`src/rtl/csvp_pkg.sv`:
```
`default_nettype none

package csvp_pkg;

    localparam int ROW_OUT_BITS   = 16;
    localparam int FIELD_OUT_BITS = 20;

    localparam logic [7:0] CH_QUOTE = 8'h22;
    localparam logic [7:0] CH_COMMA = 8'h2C;
    localparam logic [7:0] CH_CR    = 8'h0D;
    localparam logic [7:0] CH_LF    = 8'h0A;

    typedef enum logic [1:0] {
        MODE_OUT   = 2'd0,
        MODE_IN    = 2'd1,
        MODE_QSEEN = 2'd2
    } quote_mode_t;

    typedef enum logic [1:0] {
        KIND_DATA = 2'd0,
        KIND_FEND = 2'd1,
        KIND_REND = 2'd2,
        KIND_SUM  = 2'd3
    } out_kind_t;

    typedef enum logic [2:0] {
        ST_OK     = 3'd0,
        ST_OPEN   = 3'd1,
        ST_QEND   = 3'd2,
        ST_NOROWS = 3'd3,
        ST_UNEVEN = 3'd4
    } status_t;

    typedef enum logic [1:0] {
        SEQ_IDLE = 2'd0,
        SEQ_DIV  = 2'd1,
        SEQ_SUM  = 2'd2
    } seq_state_t;

    typedef struct packed {
        logic busy;
        logic done;
    } div_status_t;

endpackage

`default_nettype wire

```
`src/rtl/csvp_div.sv`:
```
`default_nettype none

module csvp_div
    import csvp_pkg::*;
#(
    parameter int DVD_BITS = 20,
    parameter int DVS_BITS = 16
) (
    input  wire logic                clk,
    input  wire logic                rst_n,
    input  wire logic                start,
    input  wire logic [DVD_BITS-1:0] dividend,
    input  wire logic [DVS_BITS-1:0] divisor,
    output div_status_t              div_status,
    output logic      [DVD_BITS-1:0] quotient,
    output logic      [DVS_BITS-1:0] remainder
);

    localparam int CNT_W = $clog2(DVD_BITS);

    logic                busy_reg, busy_next;
    logic                done_reg, done_next;
    logic [CNT_W-1:0]    cnt_reg, cnt_next;
    logic [DVD_BITS-1:0] quo_reg, quo_next;
    logic [DVS_BITS-1:0] rem_reg, rem_next;
    logic [DVS_BITS-1:0] dvs_reg, dvs_next;
    logic [DVS_BITS:0]   trial;
    logic [DVS_BITS:0]   diff;
    logic                fits;

    assign trial = {rem_reg, quo_reg[DVD_BITS-1]};
    assign diff  = trial - {1'b0, dvs_reg};
    assign fits  = trial >= {1'b0, dvs_reg};

    always_comb
    begin
        busy_next = busy_reg;
        done_next = 1'b0;
        cnt_next  = cnt_reg;
        quo_next  = quo_reg;
        rem_next  = rem_reg;
        dvs_next  = dvs_reg;
        if (start)
        begin
            busy_next = 1'b1;
            cnt_next  = CNT_W'(DVD_BITS - 1);
            quo_next  = dividend;
            rem_next  = '0;
            dvs_next  = divisor;
        end
        else if (busy_reg)
        begin
            quo_next = {quo_reg[DVD_BITS-2:0], fits};
            rem_next = fits ? diff[DVS_BITS-1:0] : trial[DVS_BITS-1:0];
            cnt_next = cnt_reg - 1'b1;
            if (cnt_reg == '0)
            begin
                busy_next = 1'b0;
                done_next = 1'b1;
            end
        end
    end

    always_ff @(posedge clk or negedge rst_n)
    begin
        if (!rst_n)
        begin
            busy_reg <= 1'b0;
            done_reg <= 1'b0;
            cnt_reg  <= '0;
        end
        else
        begin
            busy_reg <= busy_next;
            done_reg <= done_next;
            cnt_reg  <= cnt_next;
        end
    end

    always_ff @(posedge clk)
    begin
        quo_reg <= quo_next;
        rem_reg <= rem_next;
        dvs_reg <= dvs_next;
    end

    assign div_status.busy = busy_reg;
    assign div_status.done = done_reg;
    assign quotient        = quo_reg;
    assign remainder       = rem_reg;

endmodule

`default_nettype wire

```
`src/rtl/csv_quoted_field_parser.sv`:
```
// Channel  Direction  Handshake          Payload
// in       input      in_valid/in_ready  action, byte_value
// out      output     out_valid/out_ready out_kind, out_byte, status,
//                                        row_count, field_count, column_count
//
// A data byte is accepted whenever in_ready is high; in_ready needs the
// sequencer idle and the output register empty or being drained. An end-of-file
// item with no quote error and at least one row runs the restoring divider,
// one quotient bit a cycle; the summary loads once it is done and out is free.
// rst_n clears the quote mode, counters and handshake state.
`default_nettype none

module csv_quoted_field_parser
    import csvp_pkg::*;
#(
    parameter int ROW_COUNT_BITS   = 16,
    parameter int FIELD_COUNT_BITS = 20
) (
    input  wire logic                      clk,
    input  wire logic                      rst_n,
    input  wire logic                      in_valid,
    output logic                           in_ready,
    input  wire logic                      action,
    input  wire logic [7:0]                byte_value,
    output logic                           out_valid,
    input  wire logic                      out_ready,
    output logic [1:0]                     out_kind,
    output logic [7:0]                     out_byte,
    output logic [2:0]                     status,
    output logic [ROW_OUT_BITS-1:0]        row_count,
    output logic [FIELD_OUT_BITS-1:0]      field_count,
    output logic [FIELD_OUT_BITS-1:0]      column_count
);

    localparam logic [ROW_COUNT_BITS-1:0]   ROW_MAX   = '1;
    localparam logic [FIELD_COUNT_BITS-1:0] FIELD_MAX = '1;

    seq_state_t                  state_reg, state_next;
    quote_mode_t                 mode_reg, mode_next;
    logic [ROW_COUNT_BITS-1:0]   rows_reg, rows_next;
    logic [FIELD_COUNT_BITS-1:0] fields_reg, fields_next;
    logic                        out_valid_reg, out_valid_next;
    out_kind_t                   kind_reg, kind_next;
    logic [7:0]                  byte_reg, byte_next;
    status_t                     status_reg, status_next;
    logic [ROW_OUT_BITS-1:0]     rc_reg, rc_next;
    logic [FIELD_OUT_BITS-1:0]   fc_reg, fc_next;
    logic [FIELD_OUT_BITS-1:0]   cc_reg, cc_next;

    logic                        slot_free;
    logic                        accept;
    logic                        out_load;
    logic                        do_outside;
    logic                        add_field;
    logic                        add_row;
    logic                        div_start;
    div_status_t                 div_status;
    logic [FIELD_COUNT_BITS-1:0] div_quo;
    logic [ROW_COUNT_BITS-1:0]   div_rem;

    csvp_div #(
        .DVD_BITS (FIELD_COUNT_BITS),
        .DVS_BITS (ROW_COUNT_BITS)
    ) u_div (
        .clk        (clk),
        .rst_n      (rst_n),
        .start      (div_start),
        .dividend   (fields_reg),
        .divisor    (rows_reg),
        .div_status (div_status),
        .quotient   (div_quo),
        .remainder  (div_rem)
    );

    assign slot_free = !out_valid_reg || out_ready;
    assign in_ready  = (state_reg == SEQ_IDLE) && slot_free;
    assign accept    = in_valid && in_ready;

    always_comb
    begin
        state_next  = state_reg;
        mode_next   = mode_reg;
        rows_next   = rows_reg;
        fields_next = fields_reg;
        out_load    = 1'b0;
        kind_next   = KIND_DATA;
        byte_next   = '0;
        status_next = ST_OK;
        rc_next     = '0;
        fc_next     = '0;
        cc_next     = '0;
        do_outside  = 1'b0;
        add_field   = 1'b0;
        add_row     = 1'b0;
        div_start   = 1'b0;

        case (state_reg)
            SEQ_IDLE:
            begin
                if (accept && action)
                begin
                    rc_next = ROW_OUT_BITS'(rows_reg);
                    fc_next = FIELD_OUT_BITS'(fields_reg);
                    kind_next = KIND_SUM;
                    if (mode_reg == MODE_IN || mode_reg == MODE_QSEEN
                        || rows_reg == '0)
                    begin
                        out_load = 1'b1;
                        if (mode_reg == MODE_IN)
                            status_next = ST_OPEN;
                        else if (mode_reg == MODE_QSEEN)
                            status_next = ST_QEND;
                        else
                            status_next = ST_NOROWS;
                        mode_next   = MODE_OUT;
                        rows_next   = '0;
                        fields_next = '0;
                    end
                    else
                    begin
                        div_start  = 1'b1;
                        state_next = SEQ_DIV;
                    end
                end
                else if (accept)
                begin
                    case (mode_reg)
                        MODE_IN:
                        begin
                            if (byte_value == CH_QUOTE)
                                mode_next = MODE_QSEEN;
                            else
                            begin
                                out_load  = 1'b1;
                                byte_next = byte_value;
                            end
                        end
                        MODE_QSEEN:
                        begin
                            if (byte_value == CH_QUOTE)
                            begin
                                mode_next = MODE_IN;
                                out_load  = 1'b1;
                                byte_next = CH_QUOTE;
                            end
                            else
                                do_outside = 1'b1;
                        end
                        default:
                            do_outside = 1'b1;
                    endcase

                    if (do_outside)
                    begin
                        mode_next = MODE_OUT;
                        case (byte_value)
                            CH_QUOTE: mode_next = MODE_IN;
                            CH_COMMA:
                            begin
                                add_field = 1'b1;
                                out_load  = 1'b1;
                                kind_next = KIND_FEND;
                            end
                            CH_CR: ;
                            CH_LF:
                            begin
                                add_field = 1'b1;
                                add_row   = 1'b1;
                                out_load  = 1'b1;
                                kind_next = KIND_REND;
                            end
                            default:
                            begin
                                out_load  = 1'b1;
                                byte_next = byte_value;
                            end
                        endcase
                    end

                    if (add_field && fields_reg != FIELD_MAX)
                        fields_next = fields_reg + 1'b1;
                    if (add_row && rows_reg != ROW_MAX)
                        rows_next = rows_reg + 1'b1;
                end
            end
            SEQ_DIV:
            begin
                if (div_status.done)
                    state_next = SEQ_SUM;
            end
            SEQ_SUM:
            begin
                if (slot_free)
                begin
                    out_load  = 1'b1;
                    kind_next = KIND_SUM;
                    rc_next   = ROW_OUT_BITS'(rows_reg);
                    fc_next   = FIELD_OUT_BITS'(fields_reg);
                    if (div_rem != '0)
                        status_next = ST_UNEVEN;
                    else
                        cc_next = FIELD_OUT_BITS'(div_quo);
                    mode_next   = MODE_OUT;
                    rows_next   = '0;
                    fields_next = '0;
                    state_next  = SEQ_IDLE;
                end
            end
            default:
                state_next = SEQ_IDLE;
        endcase

        if (out_load)
            out_valid_next = 1'b1;
        else if (out_ready)
            out_valid_next = 1'b0;
        else
            out_valid_next = out_valid_reg;
    end

    always_ff @(posedge clk or negedge rst_n)
    begin
        if (!rst_n)
        begin
            state_reg     <= SEQ_IDLE;
            mode_reg      <= MODE_OUT;
            rows_reg      <= '0;
            fields_reg    <= '0;
            out_valid_reg <= 1'b0;
        end
        else
        begin
            state_reg     <= state_next;
            mode_reg      <= mode_next;
            rows_reg      <= rows_next;
            fields_reg    <= fields_next;
            out_valid_reg <= out_valid_next;
        end
    end

    always_ff @(posedge clk)
    begin
        if (out_load)
        begin
            kind_reg   <= kind_next;
            byte_reg   <= byte_next;
            status_reg <= status_next;
            rc_reg     <= rc_next;
            fc_reg     <= fc_next;
            cc_reg     <= cc_next;
        end
    end

    assign out_valid    = out_valid_reg;
    assign out_kind     = kind_reg;
    assign out_byte     = byte_reg;
    assign status       = status_reg;
    assign row_count    = rc_reg;
    assign field_count  = fc_reg;
    assign column_count = cc_reg;

    a_no_accept_while_dividing: assert property (@(posedge clk) disable iff (!rst_n)
        div_status.busy |-> !in_ready)
        else $error("input accepted while divider busy");

    a_div_only_in_div_state: assert property (@(posedge clk) disable iff (!rst_n)
        div_status.busy |-> state_reg == SEQ_DIV)
        else $error("divider running outside divide state");

    a_error_summary_no_columns: assert property (@(posedge clk) disable iff (!rst_n)
        (out_valid_reg && kind_reg == KIND_SUM && status_reg != ST_OK)
            |-> cc_reg == '0)
        else $error("error summary carries a column count");

    a_summary_clears_state: assert property (@(posedge clk) disable iff (!rst_n)
        (out_load && kind_next == KIND_SUM)
            |=> rows_reg == '0 && fields_reg == '0 && mode_reg == MODE_OUT)
        else $error("state not cleared after summary");

endmodule

`default_nettype wire
```
`config.mk`:
```
export PLATFORM = sky130hd
export DESIGN_NAME = csv_quoted_field_parser
export DESIGN_NICKNAME = d
export VERILOG_FILES = /design/src/rtl/csvp_pkg.sv /design/src/rtl/csvp_div.sv /design/src/rtl/csv_quoted_field_parser.sv
export SDC_FILE = /design/constraint.sdc
export NUM_CORES = 1
export LEC_CHECK = 0
export BUFFER_PORTS_ARGS = -buffer_cell sky130_fd_sc_hd__buf_2
export CAP_MARGIN = 20
export CORE_MARGIN = 2
export CORE_UTILIZATION = 35
export DETAILED_ROUTE_END_ITERATION = 8
export HOLD_SLACK_MARGIN = 0.12
export SLEW_MARGIN = 25
export SYNTH_ARGS = -nofsm -noshare
export SYNTH_HDL_FRONTEND = slang
export SYNTH_HIERARCHICAL = 1
export SYNTH_SLANG_ARGS = --single-unit
export TNS_END_PERCENT = 1
```
`constraint.sdc`:
```
create_clock -name clk -period 4.31 [get_ports clk]
set_input_delay 0.6465 -clock clk [delete_from_list [all_inputs] [get_ports clk]]
set_output_delay 0.6465 -clock clk [all_outputs]
set_load 0.03 [all_outputs]
```
Word level (Yosys, flattened, before mapping):

Index checks and enable logic that the tools add are counted.

* flip-flop bits (word level): 169
* bits in latches: 0
* bits in writable memories: 0
* memory bits (read-only): 0
* input port bits: 13
* word-level logic and storage cells: 162
* memories kept: 0

* add/sub/neg operators: 4
* multiply operators: 0
* div/mod/pow operators: 0
* order comparisons: 1
* equality and inequality tests: 21
* shifts and indexed selects: 0
* mux-type cells: 90
* bitwise logic cells: 4
* reduce and logical (&&, ||, !) cells: 25

Operators by type and width (count)
* $mux 20: 9
* $mux 16: 8
* $pmux 20 s2: 2
* $pmux 16 s2: 2
* $mux 1: 34
* $mux 2: 17
* $mux 8: 3
* $add 20x1->20 const B: 1
* $ne 20x20->1 const B: 1
* $ge 17x16->1: 1
* $add 16x1->16 const B: 1
* $eq 8x4->1 const B: 2
* $eq 8x6->1 const B: 2
* $logic_not 16->1: 1
* $ne 16x16->1 const B: 1
* $pmux 2 s2: 4
* $pmux 8 s2: 1
* $reduce_bool 16->1: 1
* $sub 16x16->16: 1
* $mux 5: 2
* $ne 5x3->1 const B: 2
* $reduce_and 5->1: 2
* $reduce_and 7->1: 1
* $mux 3: 2
* 23 further kinds: 44

Depth between registers and ports, before layout:

Gate-level depths: netlist (run 1).

* depth after elaboration: 16
* gate-level depth with buffers: 11
* gate-level depth less buffers: 10

Hierarchy:

The synthesis (run 1) kept the hierarchy.

By module, submodules not included
* csv_quoted_field_parser: instances 1, cells each 463, area an instance 5192.5 µm², sequential area each 3098.0 µm²
* csvp_div: instances 1, cells each 307, area an instance 3215.6 µm², sequential area each 1576.5 µm²

Worst setup path after synthesis (run 1):

Ideal clock, no wire load.

* path kind: input to register
* from: input port byte_value[4]
* to: register cc_reg[0] (netlist: column_count[0]) (enable)
* setup time: 0.898 ns
* arrival time: 3.560 ns
* required time: 3.412 ns
* slack: -0.147 ns
* cell stages on the path: 6
* path through: or3_4 > or4_1 > clkbuf_2 > nor2b_1 > o211ai_1 > nand3_1

* cells in the longest elaborated chain, start to end: 10
* elaborated cells on any way between the ends: 15
* those cells by class: eq/ne: 2; mux: 12; reduce/logical: 1

Ends and longest elaborated chain
* from (decl): RTL line csv_quoted_field_parser.sv:24 `input wire logic [7:0] byte_value,`
* $eq 8x6->1: RTL line csv_quoted_field_parser.sv:130, csv_quoted_field_parser.sv:140, csv_quoted_field_parser.sv:156
* $mux 1: RTL line csv_quoted_field_parser.sv:130, csv_quoted_field_parser.sv:140
* $pmux 1 s2: RTL line csv_quoted_field_parser.sv:127 `case (mode_reg)`
* $mux 1: RTL line csv_quoted_field_parser.sv:125 `else if (accept)`
* $mux 1: RTL line csv_quoted_field_parser.sv:100 `if (accept && action)`
* $mux 1: RTL line csv_quoted_field_parser.sv:97 `case (state_reg)`
* $mux 1 (*): RTL line csv_quoted_field_parser.sv:153 `if (do_outside)`
* $mux 1 (*): RTL line csv_quoted_field_parser.sv:125
* $mux 1 (*): RTL line csv_quoted_field_parser.sv:100
* $pmux 1 s2 (*): RTL line csv_quoted_field_parser.sv:97
* named net out_load: RTL line csv_quoted_field_parser.sv:52 `logic out_load;`
* to (signal assigned): RTL line csv_quoted_field_parser.sv:250 `cc_reg <= cc_next;`
* to (decl): RTL line csv_quoted_field_parser.sv:48 `logic [FIELD_OUT_BITS-1:0] cc_reg, cc_next;`

Mark *: on every way through the listed nets, which the timed path passes. The rest lies on a longest branch. The select of a mux whose other input is x is not followed.
A chain may end at the register's enable or synchronous reset.

Final worst setup path (run 1):

* from: register u_div.dvs_reg[6]
* to: register u_div.rem_reg[9] (netlist: u_div/remainder[9])

* cells in the longest elaborated chain, start to end: 2
* elaborated cells on any way between the ends: 3
* those cells by class: add/sub: 1; order compare: 1; mux: 1

Ends and longest elaborated chain
* from (decl): RTL line csvp_div.sv:26 `logic [DVS_BITS-1:0] dvs_reg, dvs_next;`
* from (signal assigned): RTL line csvp_div.sv:84 `dvs_reg <= dvs_next;`
* $sub 16x16->16 / $ge 17x16->1 (equally long branches): RTL line csvp_div.sv:32, csvp_div.sv:33
* $mux 16 (*): RTL line csvp_div.sv:54 `rem_next = fits ? diff[DVS_BITS-1:0] : trial[DVS_BITS-1:0];`
* to (signal assigned): RTL line csvp_div.sv:83 `rem_reg <= rem_next;`
* to (decl): RTL line csvp_div.sv:25 `logic [DVS_BITS-1:0] rem_reg, rem_next;`

Mark *: on every way between the ends. The rest lies on a longest branch, timed or not.

==> results_dict.tcl, run 1 <==
set metrics [dict create \
    ys_warn_count 6 \
    cp-end-kind "flop" \
    cts_max_level 4 \
    io_pins 84 \
    cp_data_arrival_time_ps 3230 \
    reg2regPathDepth 9 \
    status "finished clean" \
    core_area_um2 23500 \
    critPathLaunchType "flop" \
    fin_tns_setup_ps 0 \
    die_w_um 159 \
    fin_crit_ps 2890 \
    post-place-ws_ps 1150 \
    grt_max_degree 70 \
    hold_viol 0 \
    grt_setup_unrepaired "no" \
    cts_resized 0 \
    ir_worst_vdd_mv 0.278 \
    grt_usage_pct 15.8 \
    worst_slew_pin_slew_ps 965 \
    grt_pass1_vias 5876 \
    gp_congestion 0.814 \
    critPathRequiredTime_ps 4650 \
    dr.pass1.iters 5 \
    timing.rr.end "u_div/remainder[9]$_SDFFE_PP0P_" \
    die_h_um 159 \
    clock_path_buffers 2 \
    drt-initial-drc-count 441 \
    cts_made_buffers 17 \
    grt_pass1_wl_um 32000 \
    cts-root-buf "clkbuf_16" \
    regArea_um2 4670 \
    synthesis.area_um2 8400 \
    fmax_mhz 346 \
    nFillCells 2322 \
    drive_gt1_share_pct 18.2 \
    clock_latency_ps 430 \
    multi_input_area_um2 3450 \
    cts_tree "done" \
    rr_startpoint "u_div/dvs_reg[6]$_DFFE_PP_" \
    post-route-period-util_pct 67.1 \
    dieArea_um2 25300 \
    finalClockSkew_ps 9.17 \
    antennaDiodeCount 0 \
    clk_pin_slew_ps 70 \
    row_count 56 \
    vias 6121 \
    area_growth_pct 15.5 \
    synth_nets 806 \
    wl_um 19700 \
    synth_cells 769 \
    p_per_area_nw_per_um2 630 \
    cts_sinks 169 \
    crit_path_max_fanout 16 \
    finalWorstSetupSlack_ps 1420 \
    drc 0 \
    hold_slack_ps 331 \
    postCtsSetupBuffers 0 \
    start_util_pct 35.7 \
    grt-ovfl-total 0 \
    r2r_setup_slack_ps 1420 \
    nets 884 \
    numPortBuffers 83 \
    hold_buffers 0 \
    maxSlewHeadroom_pct 35.4 \
    hp-class "in2async" \
    setup_viol 0 \
    drv_cap 0 \
    p_leak_nw 3.80 \
    criticalPathCategory "reg2reg" \
    viasPerCell 5.20 \
    dp_hpwl_um 13200 \
    ant_nets 0 \
    antenna_found_initial 0 \
    slew_viol_final 0 \
    routedWlPerCell_um 16.7 \
    synth.avg_cell_area_um2 10.9 \
]
## power by group
group | switching (W) | leakage [nW] | total [W] | internal, W
combinational | 0.00122 | 1.78 | 0.00199 | 0.000775
clock | 0.000625 | 0.279 | 0.00153 | 0.000906
sequential | 0.000394 | 1.74 | 0.00260 | 0.00220
total | 0.00224 | 3.80 | 0.00612 | 0.00388
## worst max-delay path by stage
stage / from / end / slack (ps) / cells after the start
6_report: u_div/dvs_reg[6]$_DFFE_PP_ / u_div/remainder[9]$_SDFFE_PP0P_ / 1420 / 9
3_3_place_gp: byte_value[4] / row_count[3]$_DFFE_PP_ / 1160 / 7
2_1_floorplan: byte_value[4] / column_count[0]$_SDFFCE_PP0P_ / 700 / 6
5_1_grt: u_div/dvs_reg[6]$_DFFE_PP_ / u_div/remainder[9]$_SDFFE_PP0P_ / 1270 / 9
3_5_place_dp: byte_value[4] / row_count[3]$_DFFE_PP_ / 1150 / 7
4_1_cts: u_div/dvs_reg[6]$_DFFE_PP_ / u_div/remainder[9]$_SDFFE_PP0P_ / 1470 / 9
## cell type report
class | instances | share of cell area (%)
Clock buffer | 19 | 4.46
Inverter | 34 | 1.31
Sequential cell | 169 | 48.2
Clock inverter | 12 | 1.53
Multi-Input combinational cell | 535 | 35.6
Tap cell | 319 | 4.11
Timing Repair Buffer | 90 | 4.82
## metal layers
metal	wire [um]	part of all wire, %	global-route usage (%)
met2	8900	45	24.2
met4	304	1.5	5.33
met3	790	4.0	2.98
met5	0	0	0
met1	9670	49	22.4
## layout by cell type (no fill, tap or decap), types with 3 or more instances in the layout
| master | count |
|---|---|
| or4_1 | 3 |
| clkbuf_16 | 17 |
| and3_1 | 17 |
| and4_1 | 6 |
| nand3b_1 | 3 |
| o31ai_1 | 17 |
| xnor2_1 | 9 |
| nor2b_1 | 5 |
| dfxtp_1 | 16 |
| nor3_1 | 11 |
| buf_4 | 7 |
| or3_1 | 3 |
| nand3_1 | 16 |
| a21oi_1 | 27 |
| and2_1 | 60 |
| buf_2 | 83 |
| o21ai_0 | 48 |
| a311oi_1 | 10 |
| o21ai_1 | 15 |
| xor2_1 | 5 |
| mux2i_1 | 4 |
| dfrtp_1 | 48 |
| a31oi_1 | 11 |
| mux2_2 | 21 |
| bufinv_16 | 3 |
| nand4_1 | 12 |
| inv_1 | 34 |
| a21o_1 | 6 |
| nor4_1 | 8 |
| nor2_1 | 62 |
| a211o_1 | 3 |
| nand2b_1 | 15 |
| nand2_1 | 64 |
| edfxtp_1 | 105 |
| o21a_1 | 5 |
| ha_1 | 23 |
## worst max-delay path, stage by stage (launching register included)
cell and delay, ps:
edfxtp_1 320, inv_1 60, ha_1 390, and3_1 240, nand3_1 100, a2111o_1 410
o211ai_2 130, a21o_1 580, o311ai_0 260, a311oi_1 290
## per-stage QoR
step                instance area [um2]  util, %  power, W  cells
CTS                                9700     41.2   0.00615   1178
global placement                   9120     38.7   0.00456   1147
global route                       9710     41.2   0.00652   1178
detailed placement                 9120     38.7   0.00460   1147
floorplan                          8410        -   0.00407    769
finish                             9710     41.2   0.00612   1178
Note: power is estimated with default switching activity, not from simulation.
==> inputs of run 2 (changes only) <==
Clock period 4.31 ns to 2.6 ns, I/O delays scaled along.
==> run 2 against run 1 <==
Sequential power is 63% higher. Worst setup slack worse by 1300 ps. Global-route usage is 0.39 points higher. Critical endpoint is now u_div/remainder[5]$_SDFFE_PP0P_. Largest cell class unchanged. Highest routed layer unchanged.
==> results_dict.tcl, run 2 (synthesis results as in run 1) <==
set metrics [dict create \
    nets 935 \
    cp-end-kind "flop" \
    viasPerCell 5.17 \
    p_leak_nw 4.07 \
    mostFrequentLayoutCell "edfxtp_1" \
    row_count 56 \
    drc 0 \
    slowest_delay_ps 440 \
    hp-class "in2reg" \
    drt-initial-drc-count 491 \
    finalClockSkew_ps 14.5 \
    crit_path_max_fanout 7 \
    ir_worst_vdd_mv 0.439 \
    cts_made_buffers 17 \
    drv_cap 0 \
    critPathLaunchType "flop" \
    finalWorstSetupSlack_ps 147 \
    grt_pass1_vias 6050 \
    post-place-ws_ps -47.6 \
    hold_viol 0 \
    dieArea_um2 25300 \
    criticalPathCategory "reg2reg" \
    numPortBuffers 83 \
    fmax_mhz 408 \
    crit_chain "inv_1 -> ha_2 -> and3_4 -> nand3_1 -> a2111o_1 -> o211ai_4 -> a21oi_4 -> or3_1 -> a311oi_1" \
    gp_congestion 0.842 \
    cts-root-buf "clkbuf_16" \
    start_util_pct 35.7 \
    top_usage_layer "met2" \
    dp_hpwl_um 14300 \
    grt_pass1_wl_um 32500 \
    cts_sinks 169 \
    worst_slew_pin_slew_ps 604 \
    routedWlPerCell_um 16.5 \
    slew_viol_final 0 \
    clock_path_buffers 2 \
    die_h_um 159 \
    status "finished clean" \
    grt-ovfl-total 0 \
    wl_um 20300 \
    critPathRequiredTime_ps 2930 \
    met1_usage_pct 23.0 \
    total_power_w 0.0107 \
    post-route-period-util_pct 94.3 \
    area_growth_pct 21.3 \
    use_met2_pct 24.5 \
    io_pins 84 \
    antennaDiodeCount 0 \
    dr.pass1.iters 5 \
    clk_pin_slew_ps 70 \
    path_delay_family "compound AO/OA/AOI/OAI gates" \
    r2r_setup_slack_ps 150 \
    cp_data_arrival_time_ps 2780 \
    clock_latency_ps 430 \
    slowest_stage "a2111o_1" \
    die_w_um 159 \
    antenna_found_initial 0 \
    fin_crit_ps 2450 \
    met3_usage_pct 3.63 \
    layout_common_cells "edfxtp_1, buf_2, nand2_1" \
    core_area_um2 23500 \
    ant_nets 0 \
    cts_max_level 4 \
    p_per_area_nw_per_um2 1050 \
    vias 6356 \
    grt_max_degree 49 \
    setup_viol 0 \
    grt_usage_pct 16.2 \
    maxSlewHeadroom_pct 59.3 \
    cts_tree "done" \
    drive_gt1_share_pct 23.3 \
    grt_setup_unrepaired "no" \
    cp_num_buf_inv 1 \
]
[run 2: routing by layer]
metal	wire length, um	share of wire, %
met1	10100	49
met2	9000	44
met3	964	4.7
met4	314	1.5
met5	0	0
[run 2: power breakdown]
group,internal [W],total (W),switching [W]
Sequential,0.00364,0.00425,0.000604
Clock,0.00143,0.00251,0.00108
Combinational,0.00171,0.00391,0.00220
[run 2: final cells by class]
type / instances / area (um2)
Clock buffer: 19 / 433
Inverter: 34 / 128
Fill cell: 2297 / 13400
Sequential cell: 169 / 4670
Timing Repair Buffer: 141 / 916
Multi-Input combinational cell: 535 / 3490
Clock inverter: 13 / 144
Tap cell: 319 / 399
[run 2: through the flow]
stage	cells	instance area (um2)	setup TNS (ps)	hold slack, ps	util, %
finish	1230	10200	0	290	43.3
CTS	1226	10100	0	277	43.0
detailed placement	1193	9530	-1950	437	40.5
global placement	1193	9530	0	454	40.5
floorplan	769	8420	-22120	94.4	-
global route	1230	10200	0	285	43.3
[run 2: worst paths after layout]
kind,from,to,cells after the start
min in group asynchronous,rst_n,fields_reg[10]$_DFFE_PN0P_,3
worst min register to register,u_div/done_reg$_DFF_PN0_,state_reg[0]$_DFFE_PN0P_,1
worst max-delay path,u_div/dvs_reg[8]$_DFFE_PP_,u_div/remainder[5]$_SDFFE_PP0P_,9
worst max register to register,u_div/dvs_reg[8]$_DFFE_PP_,u_div/remainder[5]$_SDFFE_PP0P_,9
max in group asynchronous,rst_n,rows_reg[15]$_DFFE_PN0P_,3
worst min-delay path,byte_value[6],out_byte[6]$_SDFFCE_PP0P_,2
[run 2: what timing repair did]
item                                    4_1_cts  5_1_grt
buffers inserted                              0        4
endpoints found under the hold margin        48        0
hold buffers                                  1        0
resized for setup                             1        8
pin swaps                                     0        1
endpoints found under the setup margin        1       21
